===== config.mk =====
export PLATFORM = sky130hd
export DESIGN_NAME = count_ordered_self_organizing_table_flat
export DESIGN_NICKNAME = d
export VERILOG_FILES = /design/src/design/cosot_pkg.sv /design/src/design/cosot_if.sv /design/src/design/cosot_cell.sv /design/src/design/count_ordered_self_organizing_table.sv /design/src/flat_wrapper.sv
export SDC_FILE = /design/constraint.sdc
export NUM_CORES = 2
export LEC_CHECK = 0
export BUFFER_PORTS_ARGS = -buffer_cell sky130_fd_sc_hd__buf_2
export CORE_MARGIN = 2
export CORE_UTILIZATION = 30
export CTS_CLUSTER_SIZE = 24
export DETAILED_ROUTE_END_ITERATION = 16
export PLACE_DENSITY = 0.48
export SETUP_SLACK_MARGIN = 0.05
export SLEW_MARGIN = 30
export SYNTH_ARGS = -nofsm -noshare
export SYNTH_HDL_FRONTEND = slang
export SYNTH_SLANG_ARGS = --single-unit

===== constraint.sdc =====
create_clock -name clk -period 18.8 [get_ports clk]
set_input_delay 1.88 -clock clk [delete_from_list [all_inputs] [get_ports clk]]
set_output_delay 1.88 -clock clk [all_outputs]
set_load 0.01 [all_outputs]

===== src/design/cosot_pkg.sv =====
// shared types and codes for the count-ordered self-organizing table
package cosot_pkg;

  typedef enum logic [1:0] {
    OP_INSERT = 2'd0,
    OP_SEARCH = 2'd1,
    OP_READ   = 2'd2,
    OP_NONE   = 2'd3
  } opcode_t;

  typedef enum logic [1:0] {
    ST_OK    = 2'd0,
    ST_MISS  = 2'd1,
    ST_FULL  = 2'd2,
    ST_RANGE = 2'd3
  } status_t;

  localparam logic [31:0] COUNT_MAX = 32'hFFFF_FFFF;

  // command broadcast from the sequencer to every cell
  typedef struct packed {
    logic        find;
    logic        move;
    logic        insert;
    logic [31:0] key;
    logic [31:0] hit_count;
  } cell_cmd_t;

endpackage


===== src/design/cosot_if.sv =====
// request and response channel interfaces
interface cosot_req_if;
  logic               valid;
  logic               ready;
  logic [1:0]         opcode;
  logic signed [31:0] key;
  logic [3:0]         index;

  modport source (output valid, output opcode, output key, output index, input ready);
  modport sink (input valid, input opcode, input key, input index, output ready);
endinterface

interface cosot_rsp_if;
  logic               valid;
  logic               ready;
  logic [1:0]         status;
  logic [3:0]         position;
  logic signed [31:0] entry_key;
  logic [31:0]        entry_count;

  modport source (output valid, output status, output position, output entry_key,
                  output entry_count, input ready);
  modport sink (input valid, input status, input position, input entry_key,
                input entry_count, output ready);
endinterface


===== src/design/cosot_cell.sv =====
// one table slot: key and count, match chain and shift toward the tail
module cosot_cell (
  input  logic                 clk,
  input  cosot_pkg::cell_cmd_t cmd,
  input  logic                 valid,
  input  logic                 insert_sel,
  input  logic [31:0]          left_key,
  input  logic [31:0]          left_count,
  input  logic                 left_seen,
  input  logic                 left_span,
  output logic [31:0]          key,
  output logic [31:0]          count,
  output logic                 seen,
  output logic                 span,
  output logic                 dest,
  output logic [31:0]          hit_count
);
  import cosot_pkg::*;

  logic match;
  logic first;
  logic at_hit;
  logic past;
  logic le;

  assign match     = valid && (key == cmd.key);
  assign seen      = left_seen | match;
  assign first     = match & ~left_seen;
  assign hit_count = first ? count : '0;

  // counts are non-increasing, so le is monotone along the row
  assign le   = (count <= cmd.hit_count);
  assign span = ~past & (at_hit | le);
  assign dest = span & ~left_span;

  always_ff @(posedge clk) begin
    if (cmd.find) begin
      at_hit <= first;
      past   <= left_seen;
    end
    if (cmd.insert && insert_sel) begin
      key   <= cmd.key;
      count <= '0;
    end else if (cmd.move && span) begin
      if (dest) begin
        key   <= cmd.key;
        count <= cmd.hit_count;
      end else begin
        key   <= left_key;
        count <= left_count;
      end
    end
  end

endmodule


===== src/design/count_ordered_self_organizing_table.sv =====
// top level: sequencer, row of table cells and response register
// search steps: accept, match chain, shift, response; insert and read: accept, execute, response
// one item at a time: the next item is accepted once the current response is registered
// a finished response waits in the output register while the next item is taken
// the match and shift phases ripple through the row of DEPTH cells
// synchronous reset empties the table and clears the response valid
module count_ordered_self_organizing_table #(
  parameter int DEPTH = 16
) (
  input logic        clk,
  input logic        rst,
  cosot_req_if.sink   req,
  cosot_rsp_if.source rsp
);
  import cosot_pkg::*;

  localparam int OW = $clog2(DEPTH + 1);
  localparam int CW = (OW > 4) ? OW : 4;
  localparam int RD = (DEPTH < 16) ? DEPTH : 16;

  typedef enum logic [4:0] {
    S_IDLE   = 5'b00001,
    S_EXEC   = 5'b00010,
    S_FIND   = 5'b00100,
    S_MOVE   = 5'b01000,
    S_RESULT = 5'b10000
  } state_t;

  state_t      state;
  logic [OW-1:0] occupancy;
  opcode_t     op;
  logic [31:0] skey;
  logic [3:0]  sindex;
  logic [31:0] hit_cnt;

  status_t     res_status;
  logic [3:0]  res_position;
  logic [31:0] res_key;
  logic [31:0] res_count;

  logic        out_valid;
  status_t     out_status;
  logic [3:0]  out_position;
  logic [31:0] out_key;
  logic [31:0] out_count;

  cell_cmd_t   cmd;
  logic [31:0] cell_key [DEPTH];
  logic [31:0] cell_count [DEPTH];
  logic [31:0] cell_hit [DEPTH];
  logic [DEPTH-1:0] seen_v;
  logic [DEPTH-1:0] span_v;
  logic [DEPTH-1:0] dest_v;
  logic [DEPTH-1:0] valid_v;
  logic [DEPTH-1:0] insert_v;

  logic [31:0] hit_sum;
  logic [31:0] hit_inc;
  logic [3:0]  dest_pos;
  logic [31:0] rd_key;
  logic [31:0] rd_count;
  logic        not_full;
  logic        rd_ok;
  logic        out_free;

  assign not_full = (occupancy < OW'(DEPTH));
  assign rd_ok    = (CW'(sindex) < CW'(occupancy));
  assign out_free = !out_valid || rsp.ready;

  always_comb begin
    cmd           = '0;
    cmd.find      = (state == S_FIND);
    cmd.move      = (state == S_MOVE);
    cmd.insert    = (state == S_EXEC) && (op == OP_INSERT) && not_full;
    cmd.key       = skey;
    cmd.hit_count = hit_cnt;
  end

  always_comb begin
    for (int i = 0; i < DEPTH; i++) begin
      valid_v[i]  = (OW'(i) < occupancy);
      insert_v[i] = (OW'(i) == occupancy);
    end
  end

  for (genvar i = 0; i < DEPTH; i++) begin : g_cell
    logic [31:0] lk;
    logic [31:0] lc;
    logic        ls;
    logic        lsp;
    if (i == 0) begin : g_head
      assign lk  = '0;
      assign lc  = '0;
      assign ls  = 1'b0;
      assign lsp = 1'b0;
    end else begin : g_body
      assign lk  = cell_key[i-1];
      assign lc  = cell_count[i-1];
      assign ls  = seen_v[i-1];
      assign lsp = span_v[i-1];
    end
    cosot_cell u_cell (
      .clk        (clk),
      .cmd        (cmd),
      .valid      (valid_v[i]),
      .insert_sel (insert_v[i]),
      .left_key   (lk),
      .left_count (lc),
      .left_seen  (ls),
      .left_span  (lsp),
      .key        (cell_key[i]),
      .count      (cell_count[i]),
      .seen       (seen_v[i]),
      .span       (span_v[i]),
      .dest       (dest_v[i]),
      .hit_count  (cell_hit[i])
    );
  end

  // only the first matching cell drives a nonzero count
  always_comb begin
    hit_sum  = '0;
    dest_pos = '0;
    for (int i = 0; i < DEPTH; i++) begin
      hit_sum  = hit_sum | cell_hit[i];
      dest_pos = dest_pos | (dest_v[i] ? 4'(i) : 4'd0);
    end
    hit_inc = (hit_sum == COUNT_MAX) ? hit_sum : hit_sum + 32'd1;
  end

  always_comb begin
    rd_key   = '0;
    rd_count = '0;
    for (int i = 0; i < RD; i++) begin
      if (sindex == 4'(i)) begin
        rd_key   = cell_key[i];
        rd_count = cell_count[i];
      end
    end
  end

  assign req.ready = (state == S_IDLE);

  always_ff @(posedge clk) begin
    if (rst) begin
      state     <= S_IDLE;
      occupancy <= '0;
      out_valid <= 1'b0;
    end else begin
      // a response leaving while the next one loads is handled in S_RESULT
      if (out_valid && rsp.ready && state != S_RESULT) out_valid <= 1'b0;
      unique case (state)
        S_IDLE: begin
          if (req.valid) begin
            op     <= opcode_t'(req.opcode);
            skey   <= req.key;
            sindex <= req.index;
            unique case (opcode_t'(req.opcode))
              OP_SEARCH: state <= S_FIND;
              OP_INSERT: state <= S_EXEC;
              OP_READ:   state <= S_EXEC;
              default:   state <= S_IDLE;
            endcase
          end
        end
        S_EXEC: begin
          if (op == OP_INSERT) begin
            if (not_full) begin
              occupancy    <= occupancy + OW'(1);
              res_status   <= ST_OK;
              res_position <= 4'(occupancy);
              res_key      <= skey;
              res_count    <= '0;
            end else begin
              res_status   <= ST_FULL;
              res_position <= '0;
              res_key      <= '0;
              res_count    <= '0;
            end
          end else begin
            res_position <= sindex;
            if (rd_ok) begin
              res_status <= ST_OK;
              res_key    <= rd_key;
              res_count  <= rd_count;
            end else begin
              res_status <= ST_RANGE;
              res_key    <= '0;
              res_count  <= '0;
            end
          end
          state <= S_RESULT;
        end
        S_FIND: begin
          if (seen_v[DEPTH-1]) begin
            hit_cnt <= hit_inc;
            state   <= S_MOVE;
          end else begin
            res_status   <= ST_MISS;
            res_position <= '0;
            res_key      <= '0;
            res_count    <= '0;
            state        <= S_RESULT;
          end
        end
        S_MOVE: begin
          res_status   <= ST_OK;
          res_position <= dest_pos;
          res_key      <= skey;
          res_count    <= hit_cnt;
          state        <= S_RESULT;
        end
        S_RESULT: begin
          if (out_free) begin
            out_valid    <= 1'b1;
            out_status   <= res_status;
            out_position <= res_position;
            out_key      <= res_key;
            out_count    <= res_count;
            state        <= S_IDLE;
          end
        end
        default: state <= S_IDLE;
      endcase
    end
  end

  assign rsp.valid       = out_valid;
  assign rsp.status      = out_status;
  assign rsp.position    = out_position;
  assign rsp.entry_key   = out_key;
  assign rsp.entry_count = out_count;

  a_occ_bound: assert property (@(posedge clk) disable iff (rst)
    occupancy <= OW'(DEPTH))
    else $error("occupancy above table depth");

  a_one_dest: assert property (@(posedge clk) disable iff (rst)
    (state == S_MOVE) |-> $onehot(dest_v))
    else $error("shift without exactly one destination cell");

  a_occ_only_exec: assert property (@(posedge clk) disable iff (rst)
    (state != S_EXEC) |=> $stable(occupancy))
    else $error("occupancy changed outside insert");

  a_busy_after_accept: assert property (@(posedge clk) disable iff (rst)
    (req.valid && req.ready && req.opcode != OP_NONE) |=> !req.ready)
    else $error("accepted item did not start work");

endmodule


===== src/flat_wrapper.sv =====
// flat-port wrapper written by rule: the top's interface ports become plain ports
module count_ordered_self_organizing_table_flat import cosot_pkg::*;
#(
  parameter int DEPTH = 16
)
  (clk, rst, req_valid, req_opcode, req_key, req_index, req_ready, rsp_valid, rsp_status, rsp_position, rsp_entry_key, rsp_entry_count, rsp_ready);
  cosot_req_if req_i ();
  cosot_rsp_if rsp_i ();
  input logic clk;
  input logic rst;
  input wire logic [$bits(req_i.valid)-1:0] req_valid;
  input wire logic [$bits(req_i.opcode)-1:0] req_opcode;
  input wire logic [$bits(req_i.key)-1:0] req_key;
  input wire logic [$bits(req_i.index)-1:0] req_index;
  output wire logic [$bits(req_i.ready)-1:0] req_ready;
  output wire logic [$bits(rsp_i.valid)-1:0] rsp_valid;
  output wire logic [$bits(rsp_i.status)-1:0] rsp_status;
  output wire logic [$bits(rsp_i.position)-1:0] rsp_position;
  output wire logic [$bits(rsp_i.entry_key)-1:0] rsp_entry_key;
  output wire logic [$bits(rsp_i.entry_count)-1:0] rsp_entry_count;
  input wire logic [$bits(rsp_i.ready)-1:0] rsp_ready;
  assign req_i.valid = req_valid;
  assign req_i.opcode = req_opcode;
  assign req_i.key = req_key;
  assign req_i.index = req_index;
  assign req_ready = req_i.ready;
  assign rsp_valid = rsp_i.valid;
  assign rsp_status = rsp_i.status;
  assign rsp_position = rsp_i.position;
  assign rsp_entry_key = rsp_i.entry_key;
  assign rsp_entry_count = rsp_i.entry_count;
  assign rsp_i.ready = rsp_ready;
  count_ordered_self_organizing_table #(.DEPTH(DEPTH)) u_core (.clk(clk), .rst(rst), .req(req_i), .rsp(rsp_i));
endmodule

# Word level (Yosys, flattened, before mapping)
# Cells that the tools add are included.
# word_totals
mem_bits_ro	0
n_memories	0
ram_bits	0
register_bits	1275
latchBits	0
elab_cells	558
# op_classes
magnitude_cmp	34
muxes	153
reduce_logical	83
multipliers	0
bitwise	151
n_eq_ne	58
n_shift	0
div	0
n_addsub	2
# op_table
op	count
two-way mux 32 bit	119
equality test 32 bit	16
less-or-equal comparator 32 bit	16
OR 32 bit	15
case mux 32 bit (3 select lines)	2
OR 4 bit	14
logical AND 1 bit	52
inverter 1 bit	46
AND 1 bit	45
two-way mux 4 bit	11
equality test 4 x 5 -> 1 bit, first input constant	8
< comparator 4 x 5 -> 1 bit, first input constant	8
adder 32 x 1 -> 32 bit, second input constant	1
equality test 32 bit, second input constant	1
equality test 4 bit, second input constant	8
nonzero test 2 bit	16
OR 1 bit	31
equality test 3 x 5 -> 1 bit, first input constant	4
< comparator 3 x 5 -> 1 bit, first input constant	4
case mux 5 bit (4 select lines)	1
equality test 4 x 3 -> 1 bit, second input constant	4
two-way mux 5 bit	3
AND reduction 3 bit	5
two-way mux 2 bit	6
32 further kinds	45

# Longest topological paths before layout
# depth
ltp_word	22
mapped_depth	23

# Hierarchy
# From an unflattened synthesis, not the netlist that was laid out.
# hier_totals
hier_cells	10263
hier_area_um2	90098.9
# modules_own_cells
mod	seq_area_each_um2	instances	area_per_inst_um2	cells_each
cosot_cell at u_core.g_cell[0].u_cell ...	1661.6	15	4526.8	528
count_ordered_self_organizing_table	6526.3	1	17705.7	1857
cosot_cell at u_core.g_cell[9].u_cell	1661.6	1	4490.6	486

# Worst setup path after synthesis
# Ideal clock, no wire load.
# synth_path
path_type	reg2reg
start	register u_core.state[0]
end	register u_core.res_count[0], enable pin
t_required_ns	18.215
setup_time_ns	0.585
setup_slack_ns	8.952
stages_incl_launch_ff	7
path_buffers	1
arrival_ns	9.263
path_cell_list	dfxtp_1 > nor2_1 > nor4bb_1 > nand2b_1 > clkbuf_1 > nor2_1 > nor3_1
# synth_via
elab_chain_len	3
word_cells_on_any_way	6
# synth_lines
element	line	text
start, declared	count_ordered_self_organizing_table.sv:29	state_t state;
start signal, assigned	count_ordered_self_organizing_table.sv:146	state <= S_IDLE;
start signal, assigned	count_ordered_self_organizing_table.sv:159	OP_SEARCH: state <= S_FIND;
start signal, assigned	count_ordered_self_organizing_table.sv:160	OP_INSERT: state <= S_EXEC;
equality test 5 x 3 -> 1 bit, or another cell as far along	count_ordered_self_organizing_table.sv:152	unique case (state)
!= test 2 bit (no source line) or nonzero test 3 bit (tied branches)	-	
AND reduction 3 bit (no source line) *	-	
end signal, assigned	count_ordered_self_organizing_table.sv:185	res_count <= rd_count;
end signal, assigned	count_ordered_self_organizing_table.sv:210	res_count <= hit_cnt;
end, declared	count_ordered_self_organizing_table.sv:39	logic [31:0] res_count;
# Every way passes the cells marked *; elsewhere a longest branch is shown, timed or not.
# A chain may end at the register's enable or synchronous reset.

# Final worst setup path
# layout_path
start	register u_core.skey[28]
end	register u_core.hit_cnt[23], data pin
# layout_via
elab_chain_len	22
word_cells_on_any_way	110
# layout_lines
element	line	text
start, declared	count_ordered_self_organizing_table.sv:32	logic [31:0] skey;
start signal, assigned	count_ordered_self_organizing_table.sv:156	skey <= req.key;
equality test 32 bit	cosot_cell.sv:26	assign match = valid && (key == cmd.key);
logical AND 1 bit	cosot_cell.sv:26	
OR 1 bit (5 in series)	cosot_cell.sv:27	assign seen = left_seen | match;
inverter 1 bit	cosot_cell.sv:28	assign first = match & ~left_seen;
AND 1 bit *	cosot_cell.sv:28	
named net u_core.g_cell[6].u_cell.first	cosot_cell.sv:21	logic first;
two-way mux 32 bit *	cosot_cell.sv:29	assign hit_count = first ? count : '0;
OR 32 bit * (10 in series)	count_ordered_self_organizing_table.sv:125	hit_sum = hit_sum | cell_hit[i];
adder 32 x 1 -> 32 bit or equality test 32 bit (tied branches)	count_ordered_self_organizing_table.sv:128	hit_inc = (hit_sum == COUNT_MAX) ? hit_sum : hit_sum + 32'd1;
two-way mux 32 bit *	count_ordered_self_organizing_table.sv:128	
named net u_core.hit_inc[23]	count_ordered_self_organizing_table.sv:58	logic [31:0] hit_inc;
end signal, assigned	count_ordered_self_organizing_table.sv:196	hit_cnt <= hit_inc;
end, declared	count_ordered_self_organizing_table.sv:34	logic [31:0] hit_cnt;
# The timed path passes the listed nets; every way through them passes the cells marked *.

==> summary.txt <==
Floorplanning
  • Die ar.: approximately 270000 sq um
  • Row cnt: between 150 and 200
  • I/O pin count: approximately 110
  • Die width: roughly 520 um
  • CORE AREA: 265100 sq um
  • Die H: 520.2 um
  • Initial Util: 0.3015

CTS
  • Worst-path clk slew: ~60 ps
  • CTS Sinks: 1275
  • CTS Hold Bufs: 0
  • Clock buffer depth: 4
  • TritonCTS Buffers: between 150 and 200
  • Cts repair resizes: 0
  • Setup Buffers After CTS: 0
  • CTS tree: done
  • CTS root buf: clkbuf_16
  • H-tree levels: 4
  • Clock Latency Late Sink: 890 ps

Timing
  • Final setup margin: 10890 ps
  • RSZ-0062 raised after global routing: false
  • Setup TNS: 0 ps
  • Clock Skews: roughly 84 ps
  • Headroom to the max-slew limit: 0.2097
  • Fin crit period: around 7900 ps
  • Final setup fails: 0
  • Final Max Slew Viols: 0
  • Transition time at the pin with the least slew margin: approximately 1200 ps
  • WHS: a little over 400 ps
  • F_max: 126.5 MHz
  • Final hold viol count: 0
  • Period utilization: 0.4206

Synth
  • Cells after synthesis: 8031
  • Syn nets: roughly 8600
  • Synth Flop Type: edfxtp_1
  • Synth warn: 0
  • Flops & latches, synth: between 1000 and 1500
  • Post-Synthesis Mean Instance Area: roughly 10 sq um
  • Register area share after synthesis: 0.4135
  • Fraction of registers with async set/reset: 0
  • Distinct cell type count after synthesis: ~90
  • Post-Syn Area: between 70000 and 80000 sq um
  • Number of synthesized flops with an enable pin: roughly 750

Place
  • Detailed placement HPWL: around 300000 um
  • Area post-placement: roughly 84000 sq um
  • Final GP Congestion: 1.013
  • Pre-CTS WS: between 10000 and 15000 ps
  • IO buf count: 113

Critical path
  • CP Launch Type: flip-flop
  • R2r endpoint: u_core.hit_cnt[23]
  • Worst r2r src: u_core.skey[28]
  • Arr. time, crit path: about 8500 ps
  • FF-to-FF setup slack: between 10000 and 15000 ps
  • CP endpoint kind: flip-flop
  • FF-to-FF path depth: 17
  • Crit Path Category: flip-flop to flip-flop
  • Critical path peak fanout: 40
  • Worst Path Required: 19360 ps

Hold path
  • Hold path endpoint: u_core.rsp.entry_key[3]
  • Hold Crit Start: u_core.res_key[3]
  • HP Class: flip-flop to flip-flop
  • Hold Crit Depth: 0

GRT
  • Remaining Overflow, GRT: 0
  • Largest net degree at the start of global routing: 71
  • Initial antenna violation count: 30
  • First-pass GRT wire length: 567600 um
  • Gr usage total: 0.2954
  • Vias in the first global route: 67610

Route
  • Final ANT Viol Nets: 0
  • Drt drc: 0
  • Initial DRC count: between 9000 and 10000
  • Routed len/inst: ~36 um
  • Pre-antenna DRT Iters: 9
  • Routed wire length: between 400000 and 500000 um
  • Vias per cell: around 6.2
  • Routed vias: about 72000

Power and ir drop
  • PwrDens: about 70 nW/um^2
  • Max VDD drop: between 0.00007 and 0.00008 V
  • Total Power: 6.361 mW
  • Lkg Pwr: 33.97 nW

Final layout
  • Area occupied by multi-input gates: ~44000 sq um
  • Storage element area: 33050 sq um
  • Fillers: ~27000
  • Most common cell after layout, fill and taps aside: edfxtp_1
  • Nets: 8447
  • Most frequent cells in the layout: 752 x edfxtp_1, 606 x o21ai_0, 585 x nand3_1
  • Share of post-route cells with drive strength above 1: 0.1513
  • Fin area: around 90000 sq um
  • Area grow syn2layout: 12.00%

Outcome
  • Outcome: finished clean

Run
  • Max-capacitance violation count: 0
[per-layer routing]
metal  vias to the layer above  routed length, um  track usage
met2                      4282             185100       0.4658
li1                      30240                  -            -
met3                      1210              33190      0.04783
met1                     36060             161300       0.3690
met5                         -                327     0.004388
met4                        22              35230       0.2044
[worst max-delay path by stage]
stage,from,endpoint,slack (ps),cells after the start
after floorplan,u_core.state[0],u_core.res_count[0],8950,6
after global placement,u_core.occupancy[4],u_core.hit_cnt[23],11070,14
after detailed placement,u_core.skey[28],u_core.hit_cnt[25],11280,15
after CTS,u_core.skey[28],u_core.hit_cnt[23],11280,17
after global routing,u_core.skey[28],u_core.hit_cnt[23],10830,17
final,u_core.skey[28],u_core.hit_cnt[23],10890,17
[where the power goes]
part	switching (mW)	internal, mW	total (mW)	leakage (nW)
Sequential	0.00441	2.94	2.94	11.0
Combinational	0.184	0.0721	0.256	20.5
Clock	1.34	1.82	3.16	2.47
Total	1.53	4.83	6.36	34.0
[worst max-delay path, stage by stage, from the launching register on]
cell      delay, ps
edfxtp_1        960
xnor2_1         180
nand4_1         170
nor4_2          130
nand3_1         110
buf_4           450
and3_1          530
and3_2          290
buf_4           580
clkinv_1        990
nor2_1          580
a222oi_1        110
and4_1          300
nand3_1         150
ha_1            420
nand4_2         810
and4bb_1        560
xor2_1          160
[stage by stage]
step	std cells	utilization
after floorplan	8031	-
after global placement	11250	0.3179
after detailed placement	11250	0.3182
after CTS	11530	0.3374
after global routing	11540	0.3376
final	11550	0.3377
[logic make-up (layout without fill, tap and decap cells)]
family          after synthesis  count (layout)  share of synthesized area
compound gates             2112            2112                     0.1704
xor+xnor                    545             545                    0.05972
fa+ha+maj                   520             520                    0.08140
buf+inv                     744             715                    0.04043
flops                      1275            1275                     0.4135
mux                         747             747                     0.1011
other cells                   0              11                          0
simple gates               2088            2088                     0.1334
[sequential cells by signal, summed over array words and instances (netlist names), 4 cells and up]
register,cells
u_core.res_position,4
u_core.rsp.entry_key,32
u_core.hit_cnt,32
u_core.rsp.position,4
u_core.g_cell.u_cell.past,14
u_core.skey,32
u_core.res_count,32
u_core.occupancy,5
u_core.res_key,32
u_core.g_cell.u_cell.count,512
u_core.state,5
u_core.rsp.entry_count,32
u_core.g_cell.u_cell.at_hit,16
u_core.g_cell.u_cell.key,512
u_core.sindex,4
[cell type report]
type                            instances  share of cell area
Multi-Input combinational cell       6012              0.4931
Sequential cell                      1275              0.3692
Tap cell                             3533             0.04938
Antenna cell                           11           0.0003075
Timing Repair Buffer                  365             0.02808
Inverter                               69            0.002893
Clock inverter                         56            0.006541
Clock buffer                          225             0.05047
[cell usage after synthesis (44+ instances only)]
master    count  area [sq um]
and2_1       56         350.3
nand3_1     592          2963
ha_1        520          6506
a31oi_1      62         387.9
buf_2        92         460.4
clkbuf_1    459          1723
buf_1        72         270.3
and3_1       51         319.1
nor2_1      377          1415
nor4_1       70         437.9
a21oi_1     472          2362
nor3_1       53         265.3
mux2_2      482          5428
xor2_1      249          2181
nor2b_1      96         600.6
a22oi_1     260          1952
nand4_1     292          1827
o22ai_1      47         294.0
a221oi_1    103         902.1
dfxtp_1     523         10470
mux2i_1     265          2653
o21a_1       99         743.2
a222oi_1     71         710.7
edfxtp_1    752         22580
o21ai_0     609          3048
a21o_1      186          1396
nand2_1     361          1355
xnor2_1     296          2592
nand2b_1     44         275.3
(Power assumes the default switching activity.)
